### src/sv/outer_product_gradient_accumulator_macros.svh
// Assertion macros shared by the gradient accumulator RTL.
// Depends on nothing; the including module must have clock and reset signals.
`ifndef OUTER_PRODUCT_GRADIENT_ACCUMULATOR_MACROS_SVH
`define OUTER_PRODUCT_GRADIENT_ACCUMULATOR_MACROS_SVH

// Consequent must hold in the same cycle as the antecedent.
`define OPGA_ASSERT_SAME(label, ante, cons, msg) \
   label: assert property (@(posedge clock) disable iff (reset) (ante) |-> (cons)) \
      else $error(msg);

// Consequent must hold in the cycle after the antecedent.
`define OPGA_ASSERT_NEXT(label, ante, cons, msg) \
   label: assert property (@(posedge clock) disable iff (reset) (ante) |=> (cons)) \
      else $error(msg);

`endif

### src/sv/opga_pkg.sv
// Shared types and constants for the outer-product gradient accumulator.
// Depends on nothing; imported by opga_sat_add and the top-level accumulator.
`default_nettype none

package opga_pkg;

   // Default sizes, handed down as top-level parameter defaults.
   localparam int DEF_MAX_ROWS  = 64;
   localparam int DEF_MAX_COLS  = 64;
   localparam int DEF_ACC_WIDTH = 40;

   // Fixed field widths of the request and response beats.
   localparam int MODE_W  = 3;
   localparam int ROW_W   = 6;
   localparam int COL_W   = 6;
   localparam int VALUE_W = 16;
   localparam int RSP_W   = 40;
   localparam int BIAS_W  = 32;

   // Bias accumulator limits (Q17.15 in 32 bits).
   localparam logic signed [BIAS_W-1:0] BIAS_MAX = {1'b0, {(BIAS_W-1){1'b1}}};
   localparam logic signed [BIAS_W-1:0] BIAS_MIN = {1'b1, {(BIAS_W-1){1'b0}}};

   // Configuration port.
   localparam int CSR_INDEX_W = 1;
   localparam int CSR_DATA_W  = 7;
   localparam logic [CSR_INDEX_W-1:0] CSR_BIAS_ENABLE = 1'b0;
   localparam logic [CSR_INDEX_W-1:0] CSR_COLS_IN_USE = 1'b1;
   localparam logic                   BIAS_ENABLE_RST = 1'b1;
   localparam logic [CSR_DATA_W-1:0]  COLS_IN_USE_RST = 7'd64;

   // Request operation codes.
   typedef enum logic [MODE_W-1:0] {
      MODE_LOAD   = 3'd0,
      MODE_APPLY  = 3'd1,
      MODE_READ_W = 3'd2,
      MODE_READ_B = 3'd3,
      MODE_CLEAR  = 3'd4
   } mode_type;

   // Sequencer states, one-hot.
   typedef enum logic [5:0] {
      ST_IDLE  = 6'b000001,
      ST_WALK  = 6'b000010,
      ST_BIAS  = 6'b000100,
      ST_DRAIN = 6'b001000,
      ST_READ  = 6'b010000,
      ST_SWEEP = 6'b100000
   } state_type;

endpackage

`default_nettype wire

### src/sv/opga_sat_add.sv
// Shared saturating adder for weight and bias accumulators.
// Depends on opga_pkg for the bias accumulator limits.
`default_nettype none

module opga_sat_add #(
   parameter int ACC_WIDTH = opga_pkg::DEF_ACC_WIDTH
) (
   input  wire logic signed [ACC_WIDTH-1:0] acc,
   input  wire logic signed [ACC_WIDTH-1:0] addend,
   input  wire logic                        narrow,
   output logic      signed [ACC_WIDTH-1:0] sum,
   output logic                             sat
);

   import opga_pkg::*;

   localparam logic signed [ACC_WIDTH:0] WIDE_MAX   = {2'b00, {(ACC_WIDTH-1){1'b1}}};
   localparam logic signed [ACC_WIDTH:0] WIDE_MIN   = {2'b11, {(ACC_WIDTH-1){1'b0}}};
   localparam logic signed [ACC_WIDTH:0] NARROW_MAX = (ACC_WIDTH+1)'(BIAS_MAX);
   localparam logic signed [ACC_WIDTH:0] NARROW_MIN = (ACC_WIDTH+1)'(BIAS_MIN);

   logic signed [ACC_WIDTH:0] raw;
   logic signed [ACC_WIDTH:0] hi;
   logic signed [ACC_WIDTH:0] lo;

   // Full-precision sum, then clamp to the selected accumulator range.
   always_comb begin
      raw = (ACC_WIDTH+1)'(acc) + (ACC_WIDTH+1)'(addend);
      hi  = narrow ? NARROW_MAX : WIDE_MAX;
      lo  = narrow ? NARROW_MIN : WIDE_MIN;
      if (raw > hi) begin
         sum = hi[ACC_WIDTH-1:0];
         sat = 1'b1;
      end else if (raw < lo) begin
         sum = lo[ACC_WIDTH-1:0];
         sat = 1'b1;
      end else begin
         sum = raw[ACC_WIDTH-1:0];
         sat = 1'b0;
      end
   end

endmodule

`default_nettype wire

### config.mk
export PLATFORM = sky130hd
export DESIGN_NAME = opga_sat_add
export DESIGN_NICKNAME = d
export VERILOG_FILES = /design/src/sv/outer_product_gradient_accumulator_macros.svh /design/src/sv/opga_pkg.sv /design/src/sv/opga_sat_add.sv
export SDC_FILE = /design/constraint.sdc
export NUM_CORES = 1
export LEC_CHECK = 0
export BUFFER_PORTS_ARGS = -buffer_cell sky130_fd_sc_hd__buf_2
export CORE_ASPECT_RATIO = 0.6
export CORE_MARGIN = 5
export CORE_UTILIZATION = 49
export DETAILED_ROUTE_END_ITERATION = 10
export PLACE_DENSITY = 0.79
export SLEW_MARGIN = 30
export SYNTH_ARGS = -nofsm -noshare
export SYNTH_HDL_FRONTEND = slang
export SYNTH_SLANG_ARGS = --single-unit
export TNS_END_PERCENT = 5
### constraint.sdc
create_clock -name vclk -period 6.3
set_input_delay 0 -clock vclk [all_inputs]
set_output_delay 0 -clock vclk [all_outputs]
set_load 0.01 [all_outputs]
# After elaboration in Yosys (flattened, before gate mapping)
# Cells that the tools add are included.
word_totals:
  reg_bits: 0
  in_bits: 81
  out_inout_bits: 41
op_classes:
  addsub: 1
  magnitude_cmp: 2
  n_mux: 6
ops:
  columns: ["operator", "count"]
  rows:
  - ["$mux W40", 2]
  - ["$mux W39", 2]
  - ["$add A40 B40 Y41", 1]
  - ["$gt A41 B40 Y1", 1]
  - ["$lt A41 B40 Y1", 1]
  - ["$mux W1", 2]

# Longest topological paths before layout
logic_depth:
  depth_word: 4
  depth_mapped: 24

# Least setup slack after synthesis
# OpenSTA, ideal clock, no wires.
synth_timing:
  path_type: "input to output"
  from: "in acc[0]"
  to: "out sum[36]"
  t_arrival_ns: 4.939
  required_ns: 6.300
  slack_ns: 1.361
  stages: 24
  path_buffers: 1
  path_cell_list: "ha_1 -> fa_1 -> a21o_1 -> a221oi_2 -> o221ai_2 -> a211oi_4 -> nor3_1 -> o31ai_1 -> a21oi_1 -> a21oi_1 -> xnor2_1 -> ha_1 -> nor4_1 -> nand2_1 -> nor3_1 -> nand3_1 -> nor4_1 -> nand4_1 -> nor4_1 -> a41oi_2 -> o21ai_4 -> buf_6 -> nand2_1 -> a21oi_1"
synth_via:
  elab_chain_len: 4
  word_cells_on_any_way: 5
  cone_classes: "add/sub: 1; order compare: 2; mux: 2"
synth_lines:
  columns: ["item", "line_no", "text"]
  rows:
  - ["start, declared", "opga_sat_add.sv:8", "input wire logic signed [ACC_WIDTH-1:0] acc,"]
  - ["$add A40 B40 Y41 *", "opga_sat_add.sv:28", "raw = (ACC_WIDTH+1)'(acc) + (ACC_WIDTH+1)'(addend);"]
  - ["$lt A41 B40 Y1", "opga_sat_add.sv:34", "end else if (raw < lo) begin"]
  - ["$mux W40", "opga_sat_add.sv:34", null]
  - ["$mux W40 *", "opga_sat_add.sv:31", "if (raw > hi) begin"]
  - ["end, declared", "opga_sat_add.sv:11", "output logic signed [ACC_WIDTH-1:0] sum,"]
# Mark *: on every way between the ends. The rest lies on a longest branch, timed or not.

# Worst setup path in the final report
layout_timing:
  from: "in acc[20]"
  to: "out sum[38]"
# Same word-level chain as after synthesis.

==> run metrics <==
result of the run=complete, no violations; required arrival time at the worst endpoint=6.30 ns; Die Height=71.7 um; Crit Path Category=in2out; final antenna diode count=0; count of final max-slew check failures=0; adder-cell area share of the yosys netlist=approximately 23%; number of fill cells=570; CTS hold repair buffers=0; std cell rows=22; Top-Level Pins=122; worst IR drop on VDD=0.000112 V; global-route wire length before repair=between 15 and 20 mm; average detailed-routed wire length per instance=16.4 um; synth cell count leaders=62 x sky130_fd_sc_hd__a21oi_1, 56 x sky130_fd_sc_hd__ha_1, 54 x sky130_fd_sc_hd__nand2_1; cell with the biggest individual delay on the critical path=sky130_fd_sc_hd__a2111oi_0; transition time at the pin with the least slew margin=about 0.84 ns; share of Yosys cell area claimed by the top area cell type=between 20% and 30%; total of cells resized after clock tree synthesis=0; setup tns final=0 ns; number of instances in the synthesized netlist=462; number of DRC violations after detailed-routing iteration 0=between 400 and 500; register area=0 um2; number of detailed-route iterations in the first pass=5; LEAKAGE=approximately 1.8 nW; syn_nets=600; Synth Area per Inst=roughly 6.7 um2; number of buffers inserted by port buffering=about 120; post-route clock period utilization=just over 90%; maximum operating frequency=~170 MHz; via count=around 4,000; XOR/XNOR share of the synthesized area=approximately 7.0%; final RePlAce weighted congestion=around 0.99; count of maximum capacitance violations=0; Rel. slew slack=roughly 43%; mean number of vias per cell=~6.2; power per standard cell area=165 nW/um2; post-DP HPWL=roughly 9.2 mm; die area=8100 um2; WP data arrival=slightly below 6 ns; critical path capture point type=output pin; number of buffers added for setup after CTS=0; Worst setup SP type=input pin; hold violation count in the final report=0; overall routing resource usage=around a quarter; Synth Area in Simple Gates=about a quarter; pin count of the biggest net entering global routing=22; worst min-delay path class=in2out; unrepaired setup endpoints after global routing=no; core outline area=~6000 um2; number of nets with antenna violations after routing=0; starting utilization of the core area=50.7%; number of clock-tree buffers in the layout=0; width of the die=113 um; antenna violations before repair=0; Final setup violation count=0; overall routed net length=approximately 11 mm; Yosys top cell by area=sky130_fd_sc_hd__ha_1; count leader, synth=sky130_fd_sc_hd__a21oi_1; final hold slack=~0.47 ns; largest fanout of any net on the critical path=13; synth top area cells=sky130_fd_sc_hd__ha_1 23%, sky130_fd_sc_hd__a21oi_1 10%, sky130_fd_sc_hd__o21ai_0 7.2%, sky130_fd_sc_hd__nand2_1 6.5%, sky130_fd_sc_hd__xnor2_1 4.2%; Critical Path Max Stage Delay=around 0.56 ns; Layout Area Growth over Synthesis=22.1%; share of layout cells above drive strength 1=between 20% and 30%; Post-Synthesis Cell Area=between 3000 and 4000 um2; number of distinct library cells after synthesis=between 60 and 70; largest family of logic cells by synthesized area=compound AO/OA/AOI/OAI gates; number of warnings reported in the yosys synthesis log=0; list of cells traversed by the critical path=buf_2 > ha_1 > a21oi_1 > o21ai_0 > a2111oi_0 > o31ai_1 > o211ai_1 > nand2_1 > a31o_2 > a21oi_1 > xnor2_1 > ha_1 > nor4_1 > nand2_1 > nor3_1 > nand3_1 > nor4_1 > nand4_1 > nor4_1 > a41oi_2 > o21a_2 > a211oi_2 > a21oi_1 > buf_2; vias in the first global route=roughly 3,700; fraction of synthesized area in multiplexers=0.322%; sequential area share after synthesis=0%; DRC violations left=0; time the final worst path needs with I/O delays and setup=5.78 ns; total overflow reported by the global router=0; number of nets in the layout=between 700 and 800; sequential cells=0; complex-gate fraction of the synthesized area=approximately 40%
-- through the flow --
stage | std cells | utilization, % | total power [W] | setup slack, ns | cell area (um2)
5_1_grt | 657 | 61.9 | 0.000688 | 0.00997 | 3800
2_1_floorplan | 462 | - | 0.000410 | 1.36 | 3110
3_3_place_gp | 656 | 61.6 | 0.000603 | 0.761 | 3780
6_report | 657 | 61.9 | 0.000627 | 0.525 | 3800
3_5_place_dp | 656 | 61.6 | 0.000608 | 0.496 | 3780
4_1_cts | 656 | 61.6 | 0.000611 | 0.462 | 3780
-- critical path: cells and delay by family --
kind | cells | cell delay [ns]
xor+xnor | 1 | 0.28
fa+ha+maj | 2 | 0.76
compound gates | 11 | 2.93
buf+inv | 2 | 0.28
simple gates | 8 | 1.51
-- path summary, 6_finish.rpt --
path	endpoint	slack, ns	cells past startpoint	startpoint
hold / removal	sum[0]	0.47	4	addend[0]
setup / recovery	sum[38]	0.52	24	acc[20]
-- logic make-up (layout without fill, tap and decap cells) --
kind of cell	after synthesis	in the layout
multiplexers	1	1
AO/OA/AOI/OAI	189	190
AND/OR/NAND/NOR	157	157
XOR/XNOR	25	25
adder cells (fa/ha/maj)	57	57
buffers and inverters	33	143
-- cells in the final DEF, fill, tap and decap left out, types with 4 or more instances in the layout --
master / n
sky130_fd_sc_hd__o211ai_1: 5
sky130_fd_sc_hd__o311ai_0: 4
sky130_fd_sc_hd__nand3_1: 11
sky130_fd_sc_hd__nor4_1: 5
sky130_fd_sc_hd__o21a_1: 9
sky130_fd_sc_hd__nand4_1: 9
sky130_fd_sc_hd__inv_1: 17
sky130_fd_sc_hd__a21o_1: 9
sky130_fd_sc_hd__and3_1: 4
sky130_fd_sc_hd__nor2_1: 34
sky130_fd_sc_hd__a211oi_1: 9
sky130_fd_sc_hd__o21ai_0: 44
sky130_fd_sc_hd__buf_4: 4
sky130_fd_sc_hd__nor3_1: 9
sky130_fd_sc_hd__ha_1: 56
sky130_fd_sc_hd__o21bai_1: 7
sky130_fd_sc_hd__buf_2: 122
sky130_fd_sc_hd__nand2_1: 54
sky130_fd_sc_hd__a21oi_1: 62
sky130_fd_sc_hd__o31ai_1: 4
sky130_fd_sc_hd__xor2_1: 10
sky130_fd_sc_hd__or3_1: 9
sky130_fd_sc_hd__xnor2_1: 15
-- layout make-up --
type	count	area, um2	share of cell area [%]
timing repair buffer	126	641	16.9
multi-input combinational	430	2990	78.7
tap	84	105	2.76
inverter	17	63.8	1.68
-- per-layer routing --
layer  up-vias  track usage (%)  part of all wire [%]  routed length [um]
met3         7             4.89                    12                1330
met1      1843             36.8                    46                5000
met4         0             2.40                  0.59                  64
met5         -                0                     0                   0
li1       1990                -                     -                   -
met2       226             37.5                    41                4370
-- report_power, final --
part | total [W] | switching (W) | internal [W]
Clock | 0 | 0 | 0
Combinational | 0.000627 | 0.000384 | 0.000243
Sequential | 0 | 0 | 0
Power figures use the tool's default switching activity.
