[config.mk]
export PLATFORM = sky130hd
export DESIGN_NAME = opga_ram
export DESIGN_NICKNAME = d
export VERILOG_FILES = /design/src/sv/outer_product_gradient_accumulator_macros.svh /design/src/sv/opga_ram.sv
export SDC_FILE = /design/constraint.sdc
export NUM_CORES = 1
export LEC_CHECK = 0
export ABC_AREA = 0
export BUFFER_PORTS_ARGS = -buffer_cell sky130_fd_sc_hd__clkbuf_2
export CELL_PAD_IN_SITES_DETAIL_PLACEMENT = 0
export CELL_PAD_IN_SITES_GLOBAL_PLACEMENT = 1
export CORE_AREA = 2 2 90 157
export DETAILED_ROUTE_END_ITERATION = 12
export DIE_AREA = 0 0 92 159
export PLACE_DENSITY_LB_ADDON = 0.1
export SYNTH_ARGS = -nofsm -noshare
export SYNTH_HDL_FRONTEND = slang
export SYNTH_SLANG_ARGS = --single-unit
[constraint.sdc]
create_clock -name clock -period 2.1 [get_ports clock]
set_input_delay 0.105 -clock clock [delete_from_list [all_inputs] [get_ports clock]]
set_output_delay 0.105 -clock clock [all_outputs]
set_load 0.01 [all_outputs]
[src/sv/outer_product_gradient_accumulator_macros.svh]
// Assertion macros shared by the gradient accumulator RTL.
// Depends on nothing; the including module must have clock and reset signals.
`ifndef OUTER_PRODUCT_GRADIENT_ACCUMULATOR_MACROS_SVH
`define OUTER_PRODUCT_GRADIENT_ACCUMULATOR_MACROS_SVH

// Consequent must hold in the same cycle as the antecedent.
`define OPGA_ASSERT_SAME(label, ante, cons, msg) \
   label: assert property (@(posedge clock) disable iff (reset) (ante) |-> (cons)) \
      else $error(msg);

// Consequent must hold in the cycle after the antecedent.
`define OPGA_ASSERT_NEXT(label, ante, cons, msg) \
   label: assert property (@(posedge clock) disable iff (reset) (ante) |=> (cons)) \
      else $error(msg);

`endif

[src/sv/opga_ram.sv]
// Generic single-write, single-read memory with a registered read port.
// Depends on nothing.
`default_nettype none

module opga_ram #(
   parameter int WIDTH = 8,
   parameter int DEPTH = 16
) (
   input  wire logic                                       clock,
   input  wire logic                                       wr_en,
   input  wire logic [((DEPTH > 1) ? $clog2(DEPTH) : 1)-1:0] wr_addr,
   input  wire logic [WIDTH-1:0]                           wr_data,
   input  wire logic                                       rd_en,
   input  wire logic [((DEPTH > 1) ? $clog2(DEPTH) : 1)-1:0] rd_addr,
   output logic      [WIDTH-1:0]                           rd_data
);

   logic [WIDTH-1:0] mem_ff [DEPTH];
   logic [WIDTH-1:0] rd_data_ff;

   // Write port and registered read port.
   always_ff @(posedge clock) begin
      if (wr_en) begin
         mem_ff[wr_addr] <= wr_data;
      end
      if (rd_en) begin
         rd_data_ff <= mem_ff[rd_addr];
      end
   end

   assign rd_data = rd_data_ff;

endmodule

`default_nettype wire

# Yosys cells after proc, flatten, opt, wreduce, memory -nomap -nowiden
# Memory sizes are Yosys's and may differ from the RTL's. A register that Yosys moved wholly into a read port is not among the register bits.
# Cells that the tools add are included.
classes:
  muxes: 2
ops:
  columns: ["op", "count"]
  rows:
  - ["2-to-1 mux 1 bit", 2]
totals:
  ff_bits: 0
  output_inout_bits: 8
  memories: 1
  ram_bits: 128
  in_bits: 19
  word_cells: 3
memory_table:
  columns: ["memory", "words", "width", "rd", "rd_ports_with_merged_regs", "write_ports", "line_no", "rtl"]
  rows:
  - ["mem_ff", 16, 8, 1, 1, 1, "opga_ram.sv:18", "logic [WIDTH-1:0] mem_ff [DEPTH];"]

# Longest topological paths before layout
# Gate-level depths: netlist of the first run.
logic_depth:
  word_depth: 2
  depth_mapped: 5
  mapped_depth_nobuf: 3

# Worst setup path before layout of the first run
# OpenSTA, ideal clock, no wires.
synth_timing:
  kind: "in2reg"
  startpoint: "input port wr_addr[2] in the netlist's numbering"
  endpoint: "memory mem_ff[0][0] (enable)"
  arrival_time_ns: 1.215
  setup_time_ns: 0.383
  path_slack_ns: 0.502
  n_path_buf: 0
  path_stages: 2
  required_ns: 1.717
  path_cell_list: "or3b_2 nor3_1"
synth_rtl:
  columns: ["item", "line_no", "rtl"]
  rows:
  - ["start: declaration", "opga_ram.sv:11", "input wire logic [((DEPTH > 1) ? $clog2(DEPTH) : 1)-1:0] wr_addr,"]
  - ["end: declaration", "opga_ram.sv:18", null]
# Straight into the memory's write port.

==> results of run 1 <==
-- worst max-delay path, cell delays in order (launching register included) --
cell and delay, ps:
edfxtp_1 370, mux4_1 490, a22oi_1 230, nand2_1 120
-- sequential cells by signal, summed over array words and instances (netlist names) --
signal and flops:
rd_data 8, mem_ff 128
-- metal layers --
metal  global-route usage  up-vias
li1                     -     1097
met1                0.197     1296
met2                0.271       49
met3               0.0383       16
met4               0.0563        0
met5                    0        -
-- cells in the final DEF, fill, tap and decap left out, types with 4 or more instances in the layout --
cell	instances
mux4_2	18
nor3_1	4
nand2_1	9
bufinv_16	7
mux4_1	14
buf_4	20
a22oi_1	16
clkbuf_16	17
edfxtp_1	136
clkbuf_2	26
nor2_1	13
-- path summary, 6_finish.rpt --
path,end,slack (ps),cells after the start
setup reg to reg,rd_data[0],630,3
hold reg to reg,rd_data[5],750,3
hold / removal,mem_ff[6][1],110,1
setup / recovery,rd_data[0],630,3
-- through the flow --
step | area [um^2] | std cells | setup slack [ps] | util | power [mW]
3_3_place_gp | 5700 | 442 | 270 | 0.428 | 3.43
4_1_cts | 6370 | 472 | 607 | 0.479 | 6.82
3_5_place_dp | 5700 | 442 | 267 | 0.428 | 3.43
2_1_floorplan | 5230 | 229 | 502 | - | 3.29
5_1_grt | 6370 | 472 | 549 | 0.479 | 6.95
6_report | 6370 | 472 | 628 | 0.479 | 6.76
-- power by group through the flow --
stage | Clock [mW] | Sequential (mW) | Combinational, mW
detailed placement | 0 | 3.13 | 0.301
finish | 3.39 | 3.07 | 0.292
floorplan | 0 | 3.13 | 0.154
CTS | 3.44 | 3.08 | 0.302
global placement | 0 | 3.13 | 0.296
global route | 3.55 | 3.08 | 0.319
-- Yosys cell counts, drive strengths merged --
cell	count
a22oi	16
and2	1
and2b	1
buf	7
clkdlybuf4s25	3
edfxtp	136
mux4	32
nand2	9
nand2b	2
nand3	1
nand3b	2
nor2	13
nor2b	1
nor3	4
or3b	1
-- logic make-up after synthesis --
kind of cell    synth area share
simple gates              0.0314
buf+inv                   0.0165
compound gates            0.0230
flops                      0.781
mux                        0.148
-- layout make-up --
class / instances / area (um^2)
Fill cell: 1134 / 6940
Sequential cell: 136 / 4080
Multi-Input combinational cell: 83 / 1060
Clock buffer: 17 / 425
Timing Repair Buffer: 49 / 340
Clock inverter: 13 / 250
Tap cell: 174 / 218
==> metrics.cfg, run 1 <==
[status]
status = finished, final reports clean

[yosys]
yosys.cell_types.count = 18
synth_top_area_frac = 0.781
syn_inst = 229
synth_area_leaders = edfxtp_1 (78%), mux4_2 (7.8%), mux4_1 (7.0%), a22oi_1 (2.3%), nor2_1 (0.93%)
ys_ff_latch = 136
synthesis.nets = 248
yosys.area.top_type = edfxtp_1
yosysSeqAreaShare = 0.781
synth_area_mm2 = 0.00523
yosys_warnings = 0
syn_area_per_cell_um2 = 22.8

[setup_path]
critPathLaunch = mem_ff[2][0]
path_class = flip-flop to flip-flop
cp_data_arrival_time_ps = 1610
required_ps = 2240
rr_startpoint = mem_ff[2][0]
worstPathMaxFanout = 1
cp-end-kind = flip-flop
cp-start-kind = flip-flop

[placed_design]
dp_hpwl_mm = 7.12
gp_congestion = 0.677
io_buffers = 26

[sta]
fin_crit_ps = 1470
hold_ws_ps = 110
finClkSkew_ps = 6.23
slew_headroom = 0.697
tightest_slew_ps = 455
grt_setup_unrepaired = false
timing.final.crit_share = 0.701
fmax_ghz = 0.679
finalMaxSlewViolations = 0
finalSetupViolations = 0
hold_viol = 0
setup_tns_ps = 0

[clock_network]
cts_resized = 0
clock_latency_ps = 400
clkTransAtPathRegs_ps = 60
cts_made_buffers = 17
post_cts_buffers = 0
clkSinkCount = 136
cts_root_buf = clkbuf_16
cts_tree = built
ctsHoldBuffers = 0
cts_htree_levels = 4
clock_path_buffers = 2

[route]
drt_iter0_drc = 146
met3WireLength_um = 243
route.detailed.drc = 0
wl_met2_mm = 5.88
routedWlPerCell_um = 22.9
firstDrtPassIters = 4
via_count = 2458
detail_route.wirelength_mm = 10.8
m1WireLength_mm = 4.50
viasPerCell = 5.21
dr.max_layer_used = met4
final_antenna_net_count = 0

[global_route]
grt_max_degree = 33
grt.overflow.total = 0
grt_pass1_wl_mm = 16.5
antenna_found_initial = 0
grt_pass1_vias = 2621
track_usage = 0.159

[floorplan]
die_w_um = 92
rows = 56
design.core.area_mm2 = 0.0133
ios = 27
initial_core_util = 0.393
die_h_um = 159
die-area_mm2 = 0.0146

[cells_and_area]
syn2layout_area_growth_pct = 21.9
layout.nets = 306
drive_above_1_share = 0.326
antenna_cells = 0

[pwr]
seqPwrFrac = 0.455
clock_power_share = 0.502
peakVddDrop_uv = 658
p_comb_frac = 0.043
p_leak_nw = 2.18
p_sw_mw = 1.24
internal_power_mw = 5.52
p_sw_frac = 0.183
power_density_mw_per_mm2 = 1060

[min_path]
hold_path.class = primary input to flip-flop
hp-start = wr_data[1]

[flow_run]
maxCapViolCount = 0

Note: power is estimated with default switching activity, not from simulation.
==> run 2: changes to the inputs <==
clock period = 1.2 ns   (was 2.1 ns; I/O delays follow)
==> run 2 against run 1 <==
  * The flow now finishes with violations (setup timing)
  * Setup slack got worse by 820 ps
  * Clock power increased by 66%
  * Sequential cell count unchanged
  * Clock-buffer cell count unchanged
  * Hold slack got worse by 44 ps
  * Final cell count increased by 0.21%
  * Highest routed layer unchanged
==> metrics.cfg, run 2 (synthesized netlist as in run 1, its figures left out) <==
[status]
status = finished with violations
violations = setup timing

[pwr]
power_mw = 11.5  ; +71%
peakVddDrop_uv = 953  ; +45%
p_leak_nw = 2.11  ; -3.5%
power_density_mw_per_mm2 = 1820  ; +72%

[route]
viasPerCell = 5.00  ; -4.0%
drt_iter0_drc = 125  ; -14%
detail_route.wirelength_mm = 9.92  ; -8.4%
firstDrtPassIters = 4  ; unchanged
route.detailed.drc = 0  ; unchanged
final_antenna_net_count = 0  ; unchanged
routedWlPerCell_um = 21.0  ; -8.6%
via_count = 2365  ; -3.8%

[clock_network]
clock_path_buffers = 2  ; unchanged
cts_made_buffers = 17  ; unchanged
cts_htree_levels = 4  ; unchanged
clock_latency_ps = 410  ; about the same
clkSinkCount = 136  ; unchanged
post_cts_buffers = 0  ; unchanged
cts_tree = built
ctsHoldBuffers = 0  ; unchanged
cts_root_buf = clkbuf_16
clkTransAtPathRegs_ps = 60  ; about the same

[sta]
timing.final.ws_setup_ps = -189  ; -817 ps
grt_setup_unrepaired = true
hold_viol = 0  ; unchanged
finClkSkew_ps = 7.28  ; +1.05 ps
fin_crit_ps = 1390  ; -83.2 ps
finalMaxSlewViolations = 0  ; unchanged
hold_ws_ps = 66.5  ; -43.8 ps
finalSetupViolations = 8  ; +8
fmax_ghz = 0.720  ; +6.0%
timing.final.crit_share = 1.16  ; +0.456
slew_headroom = 0.416  ; -0.281
tightest_slew_ps = 875  ; +419 ps

[min_path]
hp-start = rd_en
min_to = rd_data[3]
hold_path.class = primary input to flip-flop
min_path_cells = 1  ; unchanged

[setup_path]
cp-end-kind = flip-flop
max_stage_delay_ps = 510  ; +20 ps
cp-start-kind = flip-flop
cp_data_arrival_time_ps = 1550  ; -60 ps
crit_chain = mux4_2 -> a22oi_2 -> nand2_1
slowest_stage = mux4_2
path_class = flip-flop to flip-flop
required_ps = 1360  ; -880 ps
r2r-end = rd_data[2]
rr_startpoint = mem_ff[7][2]
worstPathMaxFanout = 1  ; unchanged
rr_worst_depth = 3  ; unchanged
r2r_slack_ps = -190  ; -820 ps

[cells_and_area]
final_common_cell = edfxtp_1
antenna_cells = 0  ; unchanged
drive_above_1_share = 0.408  ; +0.0825
regMostFlops = mem_ff
syn2layout_area_growth_pct = 21.3
layout.nets = 306  ; unchanged
stdcell_area_mm2 = 0.00634  ; -0.55%
final_cell_mix = edfxtp_1 (136), mux4_2 (32), clkbuf_2 (26)
fill_cells = 1156  ; +1.9%
largest_reg_flops = 128  ; unchanged

[placed_design]
placed_area_mm2 = 0.00566  ; -0.66%
pre_cts_ws_ps = -448  ; -715 ps
gp_congestion = 0.679  ; +0.37%
io_buffers = 26  ; unchanged
dp_hpwl_mm = 6.80  ; -4.5%

[global_route]
track_usage = 0.150  ; -0.00955
grt.overflow.total = 0  ; unchanged
grt_pass1_vias = 2521  ; -3.8%
grt_max_degree = 22  ; -33%
grt_pass1_wl_mm = 15.4  ; -6.5%
antenna_found_initial = 0  ; unchanged

[flow_run]
maxCapViolCount = 0  ; unchanged

[floorplan]
rows = 56  ; unchanged
initial_core_util = 0.393  ; unchanged
die-area_mm2 = 0.0146  ; unchanged
ios = 27  ; unchanged
die_h_um = 159  ; unchanged
design.core.area_mm2 = 0.0133  ; unchanged
die_w_um = 92  ; unchanged

-- run 2: cell type report --
class	count	area, um^2	area share
clock buffers	17	425	0.0671
clock inverters	14	223	0.0351
multi-input cells	83	1050	0.166
flip-flops and latches	136	4080	0.644
well taps	174	218	0.0343
repair buffers	49	340	0.0537
-- run 2: through the flow --
stage | setup TNS [ps] | std cells | utilization
floorplan | -4430 | 229 | -
global placement | -5900 | 442 | 0.425
detailed placement | -6000 | 442 | 0.425
CTS | -1350 | 473 | 0.476
global route | -1820 | 473 | 0.476
finish | -1330 | 473 | 0.476
-- run 2: how the worst max path moves through the flow --
stage	slack [ps]	endpoint	from
3_3_place_gp	-410	rd_data[2]	rd_addr[0]
2_1_floorplan	-130	mem_ff[3][0]	wr_addr[2]
4_1_cts	-200	rd_data[2]	mem_ff[7][2]
6_report	-190	rd_data[2]	mem_ff[7][2]
3_5_place_dp	-450	rd_data[2]	rd_addr[0]
5_1_grt	-250	rd_data[4]	mem_ff[2][4]
-- run 2: critical path, delay by kind of cell, from the launching register on --
kind	cells	cell delay, ps
AO/OA/AOI/OAI	1	170
flip-flops	1	370
multiplexers	1	510
AND/OR/NAND/NOR	1	80
-- run 2: layer usage --
layer	part of all wire	vias up	wire length [um]	global-route usage
li1	-	1081	-	-
met1	0.39	1237	3870	0.168
met2	0.57	35	5690	0.265
met3	0.020	12	198	0.0445
met4	0.016	0	158	0.0570
met5	0	-	0	0
-- run 2: power breakdown --
| part | internal [mW] | total, mW | switching (mW) |
|---|---|---|---|
| logic | 0.232 | 0.524 | 0.292 |
| registers | 5.35 | 5.38 | 0.0257 |
| clock network | 3.69 | 5.63 | 1.94 |
| total | 9.28 | 11.5 | 2.25 |
-- run 2: repair_timing --
item	CTS	global route
resized for setup	6	0
setup endpoints to repair	8	8
endpoints found under the hold margin	0	0
pin swaps	5	4
==> run 3: changes to the inputs <==
CORE_AREA = 2 2 140 101   (was 2 2 90 157)
DIE_AREA = 0 0 142 103   (was 0 0 92 159)
==> run 3 against run 2 <==
  * Power decreased by 2.2%
  * Register-to-register slack got worse by 30 ps
  * Critical path depth unchanged
  * Sequential cell count unchanged
  * Hold slack got worse by 3.3 ps
  * The run still ends with setup timing left
  * Core utilization grew 0.17 points
  * Non-clock buffer count rose by 15
  * Sequential share of layout area decreased by 0.96 points
  * Clock skew decreased by 0.52 ps
  * Die area hardly changed
==> metrics.cfg, run 3 (synthesized netlist as in run 1, its figures left out) <==
[flow_run]
maxCapViolCount = 0  ; unchanged

[setup_path]
cp_data_arrival_time_ps = 1580  ; +30 ps
path_class = flip-flop to flip-flop
cp-start-kind = flip-flop
worstPathMaxFanout = 1  ; unchanged
max_stage_delay_ps = 500  ; about the same
slowest_stage = mux4_2
cp-end-kind = flip-flop
required_ps = 1360  ; about the same
crit_chain = mux4_2 -> a22oi_2 -> nand2_1

[sta]
grt_setup_unrepaired = true
slew_headroom = 0.333  ; -0.0829
finClkSkew_ps = 6.76  ; -0.521 ps
setup_tns_ps = -1490  ; -156 ps
finalMaxSlewViolations = 0  ; unchanged
fin_crit_ps = 1420  ; +32.2 ps
timing.final.ws_setup_ps = -221  ; -32.2 ps
finalSetupViolations = 8  ; unchanged
hold_viol = 0  ; unchanged
fmax_ghz = 0.704  ; -2.3%
timing.final.crit_share = 1.18  ; +0.0268
tightest_slew_ps = 997  ; +122 ps

[global_route]
grt_use_met1 = 0.245  ; +0.0765
grt.overflow.total = 0  ; unchanged
grt_pass1_wl_mm = 16.4  ; +6.8%
track_usage = 0.167  ; +0.0176
top_usage_layer = met1
globalRouteMet2Util = 0.244  ; -0.0206
grt_pass1_vias = 2612  ; +3.6%
grt_max_degree = 18  ; -18%
met3_usage = 0.0367  ; -0.00779
antenna_found_initial = 0  ; unchanged

[clock_network]
clock_path_buffers = 2  ; unchanged
clkSinkCount = 136  ; unchanged
clkTransAtPathRegs_ps = 60  ; about the same
cts_made_buffers = 17  ; unchanged
post_cts_buffers = 0  ; unchanged
clock_latency_ps = 410  ; about the same
ctsHoldBuffers = 0  ; unchanged
cts_tree = built
cts_htree_levels = 4  ; unchanged
cts_root_buf = clkbuf_16

[cells_and_area]
antenna_cells = 0  ; unchanged
regMostFlops = mem_ff
layout.nets = 321  ; +4.9%
fin_cells = 486  ; +2.7%
final_cell_mix = edfxtp_1 (136), buf_4 (35), mux4_2 (32)
syn2layout_area_growth_pct = 23.1
final_util = 0.478  ; +0.00167
largest_reg_flops = 128  ; unchanged
drive_above_1_share = 0.441  ; +0.0332
multi_input_comb_area_mm2 = 0.00107  ; +2.4%
seq_area_mm2 = 0.00408  ; unchanged
fill_cells = 1105  ; -4.4%
stdcell_area_mm2 = 0.00644  ; +1.5%
final_common_cell = edfxtp_1

[route]
route.detailed.drc = 0  ; unchanged
drt_iter0_drc = 175  ; +40%
final_antenna_net_count = 0  ; unchanged
routedWlPerCell_um = 22.8  ; +8.8%
via_count = 2470  ; +4.4%
firstDrtPassIters = 4  ; unchanged
detail_route.wirelength_mm = 11.1  ; +12%
viasPerCell = 5.08  ; +1.6%

[placed_design]
placed_area_mm2 = 0.00577  ; +1.9%
io_buffers = 26  ; unchanged
dp_hpwl_mm = 7.70  ; +13%
gp_congestion = 0.716  ; +5.4%
dpl.cell_count = 454  ; +2.7%

[floorplan]
rows = 36  ; -36%
die-area_mm2 = 0.0146  ; about the same
die_h_um = 103  ; -35%
ios = 27  ; unchanged
initial_core_util = 0.388  ; -0.00452
die_w_um = 142  ; +54%
design.core.area_mm2 = 0.0135  ; +1.2%

[pwr]
p_comb_frac = 0.052  ; +0.007
power_mw = 11.3  ; -2.2%
seqPwrFrac = 0.477  ; +0.011
power_density_mw_per_mm2 = 1750  ; -3.7%
p_sw_mw = 2.22  ; -1.7%
p_leak_nw = 2.16  ; +2.7%
p_sw_frac = 0.196  ; +0.000998
internal_power_mw = 9.06  ; -2.3%
peakVddDrop_uv = 901  ; -5.4%
clock_power_share = 0.470  ; -0.018

[min_path]
hold_path.class = primary input to flip-flop

[status]
violations = setup timing
status = finished with violations

## run 3: cell types whose count changed in the layout (fill, tap and decap cells not counted), sizes merged
cell,before,now
clkinv,5,7
clkinvlp,2,3
inv,2,0
clkbuf,43,44
buf,23,38
bufinv,5,4
## run 3: power groups by stage
stage / Sequential [mW] / Combinational [mW] / Clock (mW)
3_3_place_gp: 5.48 / 0.577 / 0
3_5_place_dp: 5.48 / 0.580 / 0
4_1_cts: 5.38 / 0.600 / 5.42
5_1_grt: 5.39 / 0.645 / 5.57
6_report: 5.38 / 0.591 / 5.30
2_1_floorplan: 5.48 / 0.296 / 0
## run 3: repair_timing
action,in CTS,in global routing
pin swaps,0,2
setup endpoints to repair,8,8
endpoints found under the hold margin,0,0
gates resized for setup,8,3
## run 3: through the flow
step | hold WS [ps] | worst slack, ps
2_1_floorplan | 159 | -126
6_report | 63.2 | -221
5_1_grt | 65.4 | -253
4_1_cts | 55.8 | -241
3_5_place_dp | 485 | -439
3_3_place_gp | 471 | -470
## run 3: final cells by class
cell class                      instances  area share
Clock inverter                         14      0.0282
Multi-Input combinational cell         83       0.167
Sequential cell                       136       0.635
Tap cell                              171      0.0332
Timing Repair Buffer                   64      0.0704
Clock buffer                           18      0.0667
## run 3: path summary, 6_finish.rpt
path	start	slack, ps	cells after the start	end
worst max-delay path	mem_ff[11][0]	-220	3	rd_data[0]
worst min-delay path	rd_en	60	1	rd_data[0]
worst max register to register	mem_ff[11][0]	-220	3	rd_data[0]
worst min register to register	mem_ff[14][1]	750	3	rd_data[1]
## run 3: critical path, delay by kind of cell (launching register included)
kind	cells	cell delay (ps)
AOI/OAI and AO/OA	1	250
muxes	1	500
and+or+nand+nor	1	70
DFF	1	360
## run 3: routing by layer
metal  share of wire  wire, um  vias to the layer above
met3           0.040       446                       16
met2            0.44      4860                       56
met1            0.50      5590                     1281
met4           0.017       184                        0
li1                -         -                     1117
met5               0         0                        -
